## src/hdl/toti_pkg.sv

```systemverilog
// Package for the 2-opt tour improver: widths, opcodes, command/status types.
package toti_pkg;

  localparam int MAX_VERTICES_DEF = 64;
  localparam int DIST_BITS_DEF    = 16;

  localparam int OP_W    = 3;
  localparam int IDX_W   = 6;
  localparam int VAL_W   = 22;
  localparam int VERT_W  = 6;
  localparam int LEN_W   = 24;
  localparam int TSIZE_W = 7;

  localparam logic [OP_W-1:0] OP_WR_DIST = 3'd0;
  localparam logic [OP_W-1:0] OP_WR_TOUR = 3'd1;
  localparam logic [OP_W-1:0] OP_SET_LEN = 3'd2;
  localparam logic [OP_W-1:0] OP_IMPROVE = 3'd3;
  localparam logic [OP_W-1:0] OP_RD_TOUR = 3'd4;

  typedef enum logic [2:0] {TA_IM1, TA_I, TA_J, TA_SUCC, TA_OPA} tour_ra_e;
  typedef enum logic [1:0] {TW_OP, TW_LO, TW_HI} tour_wsel_e;
  typedef enum logic [2:0] {CAP_NONE, CAP_BEFORE, CAP_FIRST, CAP_LAST, CAP_AFTER,
                            CAP_TMP} cap_e;
  typedef enum logic [1:0] {MA_BL, MA_AF, MA_BF, MA_LA} mat_ra_e;
  typedef enum logic [1:0] {ACC_NONE, ACC_LOAD, ACC_ADD, ACC_SUB} acc_e;
  typedef enum logic [2:0] {CTR_NONE, CTR_INIT, CTR_NEXT_J, CTR_NEXT_I, CTR_SWAP} ctr_e;

  typedef struct packed {
    logic       in_load;
    logic       tour_re;
    tour_ra_e   tour_ra;
    logic       tour_we;
    tour_wsel_e tour_wsel;
    cap_e       cap;
    logic       mat_re;
    mat_ra_e    mat_ra;
    logic       mat_we;
    acc_e       acc;
    ctr_e       ctr;
    logic       len_set;
    logic       len_upd;
    logic       imp_set;
    logic       imp_clr;
    logic       out_load;
  } cmd_t;

  typedef struct packed {
    logic [OP_W-1:0] op;
    logic            n_small;
    logic            i_last;
    logic            j_last;
    logic            neg;
    logic            lo_lt_hi;
  } status_t;

endpackage

```

## src/hdl/toti_ctrl.sv

```systemverilog
// Controller FSM: sequences operations, the 2-opt scan and segment reversal.
module toti_ctrl
  import toti_pkg::*;
(
  input  logic    clk_i,
  input  logic    rst_ni,
  input  logic    in_valid_i,
  output logic    in_ready_o,
  output logic    out_valid_o,
  input  logic    out_ready_i,
  input  status_t status_i,
  output cmd_t    cmd_o
);
  localparam logic [4:0] S_IDLE = 5'd0;
  localparam logic [4:0] S_DEC  = 5'd1;
  localparam logic [4:0] S_R0   = 5'd2;
  localparam logic [4:0] S_R1   = 5'd3;
  localparam logic [4:0] S_R2   = 5'd4;
  localparam logic [4:0] S_R3   = 5'd5;
  localparam logic [4:0] S_R4   = 5'd6;
  localparam logic [4:0] S_M1   = 5'd7;
  localparam logic [4:0] S_M2   = 5'd8;
  localparam logic [4:0] S_M3   = 5'd9;
  localparam logic [4:0] S_M4   = 5'd10;
  localparam logic [4:0] S_EV   = 5'd11;
  localparam logic [4:0] S_RV0  = 5'd12;
  localparam logic [4:0] S_RV1  = 5'd13;
  localparam logic [4:0] S_RV2  = 5'd14;
  localparam logic [4:0] S_RV3  = 5'd15;
  localparam logic [4:0] S_FIN  = 5'd16;

  logic [4:0] state_q, state_d;
  logic       out_valid_q, out_valid_d;
  logic       out_free;

  assign out_free    = !out_valid_q || out_ready_i;
  assign in_ready_o  = (state_q == S_IDLE);
  assign out_valid_o = out_valid_q;

  always_comb begin
    cmd_o       = '0;
    state_d     = state_q;
    out_valid_d = out_valid_q && !out_ready_i;
    case (state_q)
      S_IDLE: begin
        if (in_valid_i) begin
          cmd_o.in_load = 1'b1;
          state_d       = S_DEC;
        end
      end
      S_DEC: begin
        case (status_i.op)
          OP_WR_DIST: begin
            cmd_o.mat_we = 1'b1;
            state_d      = S_FIN;
          end
          OP_WR_TOUR: begin
            cmd_o.tour_we   = 1'b1;
            cmd_o.tour_wsel = TW_OP;
            state_d         = S_FIN;
          end
          OP_SET_LEN: begin
            cmd_o.len_set = 1'b1;
            state_d       = S_FIN;
          end
          OP_IMPROVE: begin
            cmd_o.imp_clr = 1'b1;
            cmd_o.ctr     = CTR_INIT;
            state_d       = status_i.n_small ? S_FIN : S_R0;
          end
          OP_RD_TOUR: begin
            cmd_o.tour_re = 1'b1;
            cmd_o.tour_ra = TA_OPA;
            state_d       = S_FIN;
          end
          default: state_d = S_IDLE;  // unknown opcode: no result
        endcase
      end
      S_R0: begin
        cmd_o.tour_re = 1'b1;
        cmd_o.tour_ra = TA_IM1;
        state_d       = S_R1;
      end
      S_R1: begin
        cmd_o.tour_re = 1'b1;
        cmd_o.tour_ra = TA_I;
        cmd_o.cap     = CAP_BEFORE;
        state_d       = S_R2;
      end
      S_R2: begin
        cmd_o.tour_re = 1'b1;
        cmd_o.tour_ra = TA_J;
        cmd_o.cap     = CAP_FIRST;
        state_d       = S_R3;
      end
      S_R3: begin
        cmd_o.tour_re = 1'b1;
        cmd_o.tour_ra = TA_SUCC;
        cmd_o.cap     = CAP_LAST;
        state_d       = S_R4;
      end
      S_R4: begin
        cmd_o.cap    = CAP_AFTER;
        cmd_o.mat_re = 1'b1;
        cmd_o.mat_ra = MA_BL;
        state_d      = S_M1;
      end
      S_M1: begin
        cmd_o.mat_re = 1'b1;
        cmd_o.mat_ra = MA_AF;
        cmd_o.acc    = ACC_LOAD;
        state_d      = S_M2;
      end
      S_M2: begin
        cmd_o.mat_re = 1'b1;
        cmd_o.mat_ra = MA_BF;
        cmd_o.acc    = ACC_ADD;
        state_d      = S_M3;
      end
      S_M3: begin
        cmd_o.mat_re = 1'b1;
        cmd_o.mat_ra = MA_LA;
        cmd_o.acc    = ACC_SUB;
        state_d      = S_M4;
      end
      S_M4: begin
        cmd_o.acc = ACC_SUB;
        state_d   = S_EV;
      end
      S_EV: begin
        if (status_i.neg) begin
          cmd_o.len_upd = 1'b1;
          cmd_o.imp_set = 1'b1;
          state_d       = S_RV0;
        end else if (!status_i.j_last) begin
          cmd_o.ctr = CTR_NEXT_J;
          state_d   = S_R0;
        end else if (!status_i.i_last) begin
          cmd_o.ctr = CTR_NEXT_I;
          state_d   = S_R0;
        end else begin
          state_d = S_FIN;
        end
      end
      // reversal reuses i/j as the low/high swap pointers
      S_RV0: begin
        if (status_i.lo_lt_hi) begin
          cmd_o.tour_re = 1'b1;
          cmd_o.tour_ra = TA_I;
          state_d       = S_RV1;
        end else begin
          state_d = S_FIN;
        end
      end
      S_RV1: begin
        cmd_o.tour_re = 1'b1;
        cmd_o.tour_ra = TA_J;
        cmd_o.cap     = CAP_TMP;
        state_d       = S_RV2;
      end
      S_RV2: begin
        cmd_o.tour_we   = 1'b1;
        cmd_o.tour_wsel = TW_LO;
        state_d         = S_RV3;
      end
      S_RV3: begin
        cmd_o.tour_we   = 1'b1;
        cmd_o.tour_wsel = TW_HI;
        cmd_o.ctr       = CTR_SWAP;
        state_d         = S_RV0;
      end
      S_FIN: begin
        if (out_free) begin
          cmd_o.out_load = 1'b1;
          out_valid_d    = 1'b1;
          state_d        = S_IDLE;
        end
      end
      default: state_d = S_IDLE;
    endcase
  end

  always_ff @(posedge clk_i or negedge rst_ni) begin
    if (!rst_ni) begin
      state_q     <= S_IDLE;
      out_valid_q <= 1'b0;
    end else begin
      state_q     <= state_d;
      out_valid_q <= out_valid_d;
    end
  end
endmodule

```

## config.mk

```make
export PLATFORM = sky130hd
export DESIGN_NAME = toti_ctrl
export DESIGN_NICKNAME = d
export VERILOG_FILES = /design/src/hdl/toti_pkg.sv /design/src/hdl/toti_ctrl.sv
export SDC_FILE = /design/constraint.sdc
export NUM_CORES = 1
export LEC_CHECK = 0
export BUFFER_PORTS_ARGS = -buffer_cell sky130_fd_sc_hd__buf_2
export CAP_MARGIN = 20
export CORE_MARGIN = 2
export CORE_UTILIZATION = 30
export DETAILED_ROUTE_END_ITERATION = 7
export PLACE_DENSITY = 0.65
export SLEW_MARGIN = 25
export SYNTH_ARGS = -nofsm -noshare
export SYNTH_HDL_FRONTEND = slang
export SYNTH_SLANG_ARGS = --single-unit
```

## constraint.sdc

```tcl
create_clock -name clk_i -period 3.2 [get_ports clk_i]
set_clock_uncertainty 0.2 [all_clocks]
set_input_delay 0.64 -clock clk_i [delete_from_list [all_inputs] [get_ports clk_i]]
set_output_delay 0.64 -clock clk_i [all_outputs]
set_load 0.05 [all_outputs]
```

== Word level (Yosys, flattened, before mapping) ==
Index checks and enable logic that the tools add are counted.

* Bits in registers: 6
* Input bits: 12
* Output and inout bits: 27
* Logic and storage cells: 70

* Eq/ne operators: 22
* Multiplexer cells: 36
* Reduce and logical (&&, ||, !) cells: 10

{| class="wikitable"
|+ Operator list
! kind !! count
|-
| one-hot mux 5 bit (17 select lines) || 1
|-
| equality test 5 x 4 -> 1 bit, second input constant || 8
|-
| two-way mux 5 bit || 7
|-
| one-hot mux 4 bit (6 select lines) || 1
|-
| equality test 5 x 3 -> 1 bit, second input constant || 4
|-
| one-hot mux 3 bit (3 select lines) || 2
|-
| one-hot mux 3 bit (5 select lines) || 1
|-
| two-way mux 1 bit || 13
|-
| one-hot mux 3 bit (4 select lines) || 1
|-
| equality test 5 x 2 -> 1 bit, second input constant || 2
|-
| two-way mux 2 bit || 5
|-
| one-hot mux 5 bit (2 select lines) || 1
|-
| two-way mux 4 bit || 2
|-
| equality test 3 x 2 -> 1 bit, second input constant || 2
|-
| one-hot mux 2 bit (3 select lines) || 1
|-
| equality test 5 x 1 -> 1 bit, second input constant || 1
|-
| equality test 5 bit, second input constant || 1
|-
| logical NOT 5 bit || 1
|-
| != test 2 bit, second input constant || 2
|-
| OR reduction 2 bit || 2
|-
| OR reduction 4 bit || 1
|-
| equality test 3 x 1 -> 1 bit, second input constant || 1
|-
| equality test 3 bit, second input constant || 1
|-
| logical NOT 3 bit || 1
|-
| 5 further kinds || 6
|}

== Depth between registers and ports, before layout ==
Gate-level depths: netlist of run 1.

* Word-level depth: 4
* Gate-level depth with buffers: 6
* Mapped depth without buffers: 4

== Least setup slack after synthesis of run 1 ==
OpenSTA, ideal clock, no wires.

* Path kind: reg2out
* From: register state_q[1]
* To: output cmd_o[24] (netlist name)
* Data arrival time: 2.844 ns
* Data required time: 2.360 ns
* Path slack: -0.484 ns
* Stages on the path, launching flop included: 5
* Path buffers: 2
* Cells stage by stage: dfrtp_1 > buf_2 > buf_4 > nor4_1 > and2_1

{| class="wikitable"
|+ RTL lines
! element !! RTL line !! text
|-
| start, declared || toti_ctrl.sv:32 || <nowiki>logic [4:0] state_q, state_d;</nowiki>
|-
| start signal, assigned || toti_ctrl.sv:188 || <nowiki>state_q <= state_d;</nowiki>
|-
| end, declared || toti_ctrl.sv:12 || <nowiki>output cmd_t cmd_o</nowiki>
|}

==> out/metrics.yaml, run 1 <==
drc: 0
finalWeightedCongestion: 0.879
worst_slack_ps: 376
dp_slack_ps: 661
critPathCaptureType: "output port"
failed_checks: "hold timing"
num_rows: 17
drtIter0Drc: 12
setup_viol: 0
yosysWarnings: 0
synth_fp_nets: 115
crit_family: "simple AND/OR/NAND/NOR gates"
arrival_ps: 1980
crit_path_max_fanout: 15
ys_types: 35
worstHoldPathType: "in2async"
cts_resized: 0
clock_sinks: 6
grt_antenna_before_repair: 0
rsz0062_at_grt: "false"
via_per_inst: 5.36
num_antenna_cells: 0
path_clk_slew_ps: 50
insertion_delay_ps: 250
tightestPinTransition_ps: 494
num_vias: 879
synth_area_leaders: "dfrtp_1, nor3_1, nor2_1, nand2b_1, nand2_1"
cts_tree: "yes"
drive_gt1_share_pct: 34.6
irDropWorstVdd_mv: 0.444
hpwl_um: 1530
grt_pass1_wl_um: 3220
yosysSeqAreaShare_pct: 21.1
cts-root-buf: "clkbuf_4"
grt_pass1_vias: 773
wl_per_cell_um: 11.9
dieArea_um2: 2780
netlist_instances: 103
power.leakage_nw: 0.461
syn_area_um2: 712
die_x_um: 52.7
grt_max_degree: 24
relSlewSlack_pct: 67.0
wl_met3_um: 239
crit_slowest_cell: "dfrtp_1"
avgSynthCellArea_um2: 6.91
cp_data_required_time_ps: 2360
cpPeakStageDelay_ps: 510
path_buf_inv: 1
wirelength_um: 1950
port_buffers: 38
maxCapViolations: 0
core-area_um2: 2230
clockBufferDepth: 2
cts_hold_buffers: 0
crit_type: "reg2out"
netlist.area_leader.share_pct: 21.1
start_util_pct: 31.9
min_period_over_period_pct: 88.3
numCtsBuffers: 3
post_cts_buffers: 0
powerDensity_nw_per_um2: 1100
fmax_ghz: 0.354
die_h_um: 52.7
dr.pass1.iters: 4
synth_seq_cells: 6
area_growth_pct: 30.1
antenna_left: 0
io_pins: 39
drv_slew: 0
min_period_ps: 2820
layout_commonest_cell: "buf_2"
grtUsageTotal_pct: 15.3
hold_viol: 3
path_cells: "or3b_4, nor3_2, a21boi_2, buf_2"
grt.overflow.total: 0
holdWs_ps: -1.16
wl_met2_um: 839
setup_tns_ps: 0
topRoutingLayerUsed: "met3"
yosys.area.top_type: "dfrtp_1"
most-common-layout-cells: "buf_2, nor2_1, nor3_1, nand2b_1, nand2_1"
run_status: "complete, but fails checks"
wl_met1_um: 866
cp-start-kind: "flop"
cts_max_level: 1
finalPower_mw: 1.02
final_nets: 150
==> area by class of cell <==
cell class | instances | area, um^2
Clock buffer | 3 | 22.5
Fill cell | 249 | 1310
Inverter | 1 | 3.75
Multi-Input combinational cell | 87 | 517
Sequential cell | 6 | 150
Tap cell | 28 | 35.0
Timing Repair Buffer | 39 | 198
==> report_power, final <==
| part | switching [mW] | internal, mW | leakage (nW) |
|---|---|---|---|
| clock | 0.0297 | 0.0426 | 0.0138 |
| sequential | 0.0855 | 0.105 | 0.0780 |
| combinational | 0.544 | 0.214 | 0.369 |
| total | 0.659 | 0.362 | 0.461 |
==> kinds of logic (layout without fill, tap and decap cells) <==
logic type	count (synthesis)	count (layout)	share of synthesized area [%]
mux	3	3	4.39
simple gates	68	68	52.0
buf+inv	10	43	7.20
compound gates	16	16	15.3
flops	6	6	21.1
==> synthesized netlist by cell type <==
cell type,count
o211ai_1,1
a21oi_1,3
and2_1,3
a21boi_2,1
nor3b_1,2
buf_4,3
o21ai_1,1
buf_2,2
a32oi_1,1
a31oi_1,1
nand2b_1,8
or3b_4,1
o22a_1,1
or2_1,1
nor4_1,3
dfrtp_1,6
mux2i_1,2
o21ai_0,3
a2111oi_0,1
nand2_1,7
or3_1,2
nand4b_1,2
inv_1,1
o22ai_1,1
nor3_2,1
nand3_1,3
nor2_1,16
nor3_1,12
o21a_1,1
mux2_2,1
clkbuf_1,4
nand3b_1,2
o2111ai_1,1
and3b_1,1
nor2b_1,4
==> layer usage <==
layer / vias up / track usage, %
met4: 0 / 2.14
met2: 48 / 25.2
met1: 396 / 19.2
met3: 0 / 5.71
li1: 435 / -
met5: - / 0
==> sequential cells by signal, indices dropped and copies added (netlist names) <==
signal,flops
out_valid_o,1
state_q,5
==> worst paths after layout <==
check / slack, ps / start / cells past startpoint / to
worst max-delay path: 380 / state_q[2] / 4 / cmd_o[6]
worst min-delay path: -1 / rst_ni / 1 / out_valid_o
worst max register to register: 1370 / state_q[2] / 4 / state_q[1]
worst min register to register: 500 / out_valid_o / 2 / out_valid_o
max in group asynchronous: 2650 / rst_ni / 1 / state_q[2]
min in group clk_i: 480 / status_i[2] / 3 / state_q[4]
==> through the flow <==
step                      std cells  instance area, um^2  hold slack, ps  util, %
final                           164                  926           -1.16     41.5
after global routing            164                  926            2.99     41.5
after CTS                       164                  926            2.12     41.5
after detailed placement        161                  903             271     40.4
after global placement          161                  903             268     40.4
after floorplan                 103                  718             144        -
Note: power is estimated with default switching activity, not from simulation.
==> run 2, diff against run 1 <==
SETUP_SLACK_MARGIN = 0.4   (was not set)
==> out/metrics.yaml, run 2 (synthesis results as in run 1) <==
comb_power_share_pct: 75.8  # was 74.2%
final_cell_area_um2: 998  # was 926 um^2
io_pins: 39  # unchanged
final_nets: 153  # was 150
hpwl_um: 1560  # was 1530 um
largest_reg_flops: 5  # unchanged
reg2reg_slack_ps: 1430  # was 1370 ps
p_switching_uw: 679  # was 659 uW
worst_slack_ps: 511  # was 376 ps
clockPowerShare_pct: 6.6  # was 7.1%
seqPwrFrac_pct: 17.6  # was 18.7%
die_h_um: 52.7  # unchanged
grt_max_degree: 24  # unchanged
cts_max_level: 1  # unchanged
antenna_left: 0  # unchanged
holdWs_ps: 450  # was -1.16 ps
path_clk_slew_ps: 50  # about the same
intPower_uw: 394  # was 362 uW
power.leakage_nw: 0.483  # was 0.461 nW
wl_per_cell_um: 12.3  # was 11.9 um
drive_gt1_share_pct: 42.4  # was 34.6%
largest-register: "state_q"  # unchanged
fmax_ghz: 0.372  # was 0.354 GHz
numCtsBuffers: 3  # unchanged
port_buffers: 38  # unchanged
tightestPinTransition_ps: 365  # was 494 ps
grt.overflow.total: 0  # unchanged
run_status: "completed"  # was complete, but fails checks
crit_slowest_cell: "dfrtp_2"  # was dfrtp_1
drtIter0Drc: 16  # was 12
num_vias: 869  # was 879
placed_cell_area_um2: 927  # was 903 um^2
grt_pass1_wl_um: 3170  # was 3220 um
insertion_delay_ps: 250  # about the same
cts_tree: "yes"  # unchanged
critPathCaptureType: "output port"  # unchanged
drc: 0  # unchanged
irDropWorstVdd_mv: 0.440  # was 0.444 mV
wirelength_um: 2060  # was 1950 um
worstHoldPathType: "reg2reg"  # was in2async
dp_slack_ps: 601  # was 661 ps
crit_path_max_fanout: 12  # was 15
crit_type: "reg2out"  # unchanged
die_x_um: 52.7  # unchanged
core-area_um2: 2230  # unchanged
hold_viol: 0  # was 3
switching_share_pct: 63.3  # was 64.6%
relSlewSlack_pct: 75.0  # was 67.0%
path_cells: "or3b_4, nor3_4, a21boi_2, buf_4"  # was or3b_4, nor3_2, a21boi_2, buf_2
grt_pass1_vias: 745  # was 773
grtUsageTotal_pct: 15.6  # was 15.3%
dr.pass1.iters: 4  # unchanged
setup_viol: 0  # unchanged
clock_sinks: 6  # unchanged
most-common-layout-cells: "buf_2, nor2_1, nor3_1, nand2b_1, nand2_1"  # unchanged
via_per_inst: 5.20  # was 5.36
start_util_pct: 31.9  # unchanged
cts-root-buf: "clkbuf_4"  # unchanged
num_antenna_cells: 0  # unchanged
arrival_ps: 1850  # was 1980 ps
min_period_ps: 2690  # was 2820 ps
setup_tns_ps: 0  # unchanged
cpPeakStageDelay_ps: 470  # was 510 ps
drv_slew: 0  # unchanged
finalWeightedCongestion: 0.807  # was 0.879
clockBufferDepth: 2  # unchanged
dieArea_um2: 2780  # unchanged
layout_commonest_cell: "buf_2"  # unchanged
cp-start-kind: "flop"  # unchanged
grt_antenna_before_repair: 0  # unchanged
min_period_over_period_pct: 84.0  # was 88.3%
maxCapViolations: 0  # unchanged
area_growth_pct: 40.2  # was 30.1%
num_rows: 17  # unchanged
cp_data_required_time_ps: 2360  # about the same
powerDensity_nw_per_um2: 1080  # was 1100 nW/um^2
rsz0062_at_grt: "false"  # unchanged
==> run 2: changes by cell type in the layout (fill, tap and decap cells not counted), sizes merged <==
cell	before	now
buf	39	40
clkbuf	3	4
dlygate4sd3	0	1
==> run 2: what timing repair did <==
action                     4_1_cts  5_1_grt
setup endpoints to repair        2        6
cloned                           0        0
gates resized for setup          4        5
pin swaps                        0        1
hold endpoints to repair         3        0
buffers inserted                 0        2
hold buffers                     1        0
==> run 2: cell type report <==
type	instances	area (um^2)
flip-flops and latches	6	155
fillers	246	1230
multi-input cells	87	552
well taps	28	35.0
clock buffers	3	22.5
inverters	1	3.75
repair buffers	42	230
==> run 2: per-stage QoR <==
| step | power [mW] | std cells | utilization (%) |
|---|---|---|---|
| floorplan | 0.825 | 103 | - |
| global placement | 0.957 | 161 | 41.5 |
| detailed placement | 0.966 | 161 | 41.5 |
| CTS | 1.05 | 165 | 43.3 |
| global route | 1.15 | 167 | 44.7 |
| finish | 1.07 | 167 | 44.7 |
==> run 2: final timing paths <==
| path | startpoint | to | cells after the start |
|---|---|---|---|
| worst max-delay path | state_q[3] | cmd_o[6] | 4 |
| worst min-delay path | state_q[0] | state_q[0] | 1 |
| worst max register to register | state_q[3] | state_q[1] | 4 |
| max in group asynchronous | rst_ni | state_q[1] | 2 |
| min in group asynchronous | rst_ni | state_q[3] | 2 |
| worst min register to register | state_q[0] | state_q[0] | 1 |
==> run 2: power by group through the flow <==
stage | Sequential [mW] | Clock [mW] | Combinational [mW]
after detailed placement | 0.192 | 0 | 0.773
after global placement | 0.188 | 0 | 0.769
after floorplan | 0.142 | 0 | 0.683
after CTS | 0.194 | 0.0748 | 0.777
after global routing | 0.196 | 0.0817 | 0.873
final | 0.189 | 0.0712 | 0.814
==> run 2: layer usage <==
layer / global-route usage (%) / wire length [um] / vias to the layer above
met4: 6.41 / 23 / 0
met3: 4.57 / 143 / 4
li1: - / - / 441
met5: 0 / 0 / -
met1: 19.6 / 919 / 393
met2: 24.6 / 973 / 31
==> run 2: critical path: cells and delay by family, from the launching register on <==
kind                   cells  cell delay (ps)
AO/OA/AOI/OAI              1              210
buffers and inverters      1              210
AND/OR/NAND/NOR            2              690
flip-flops                 1              470
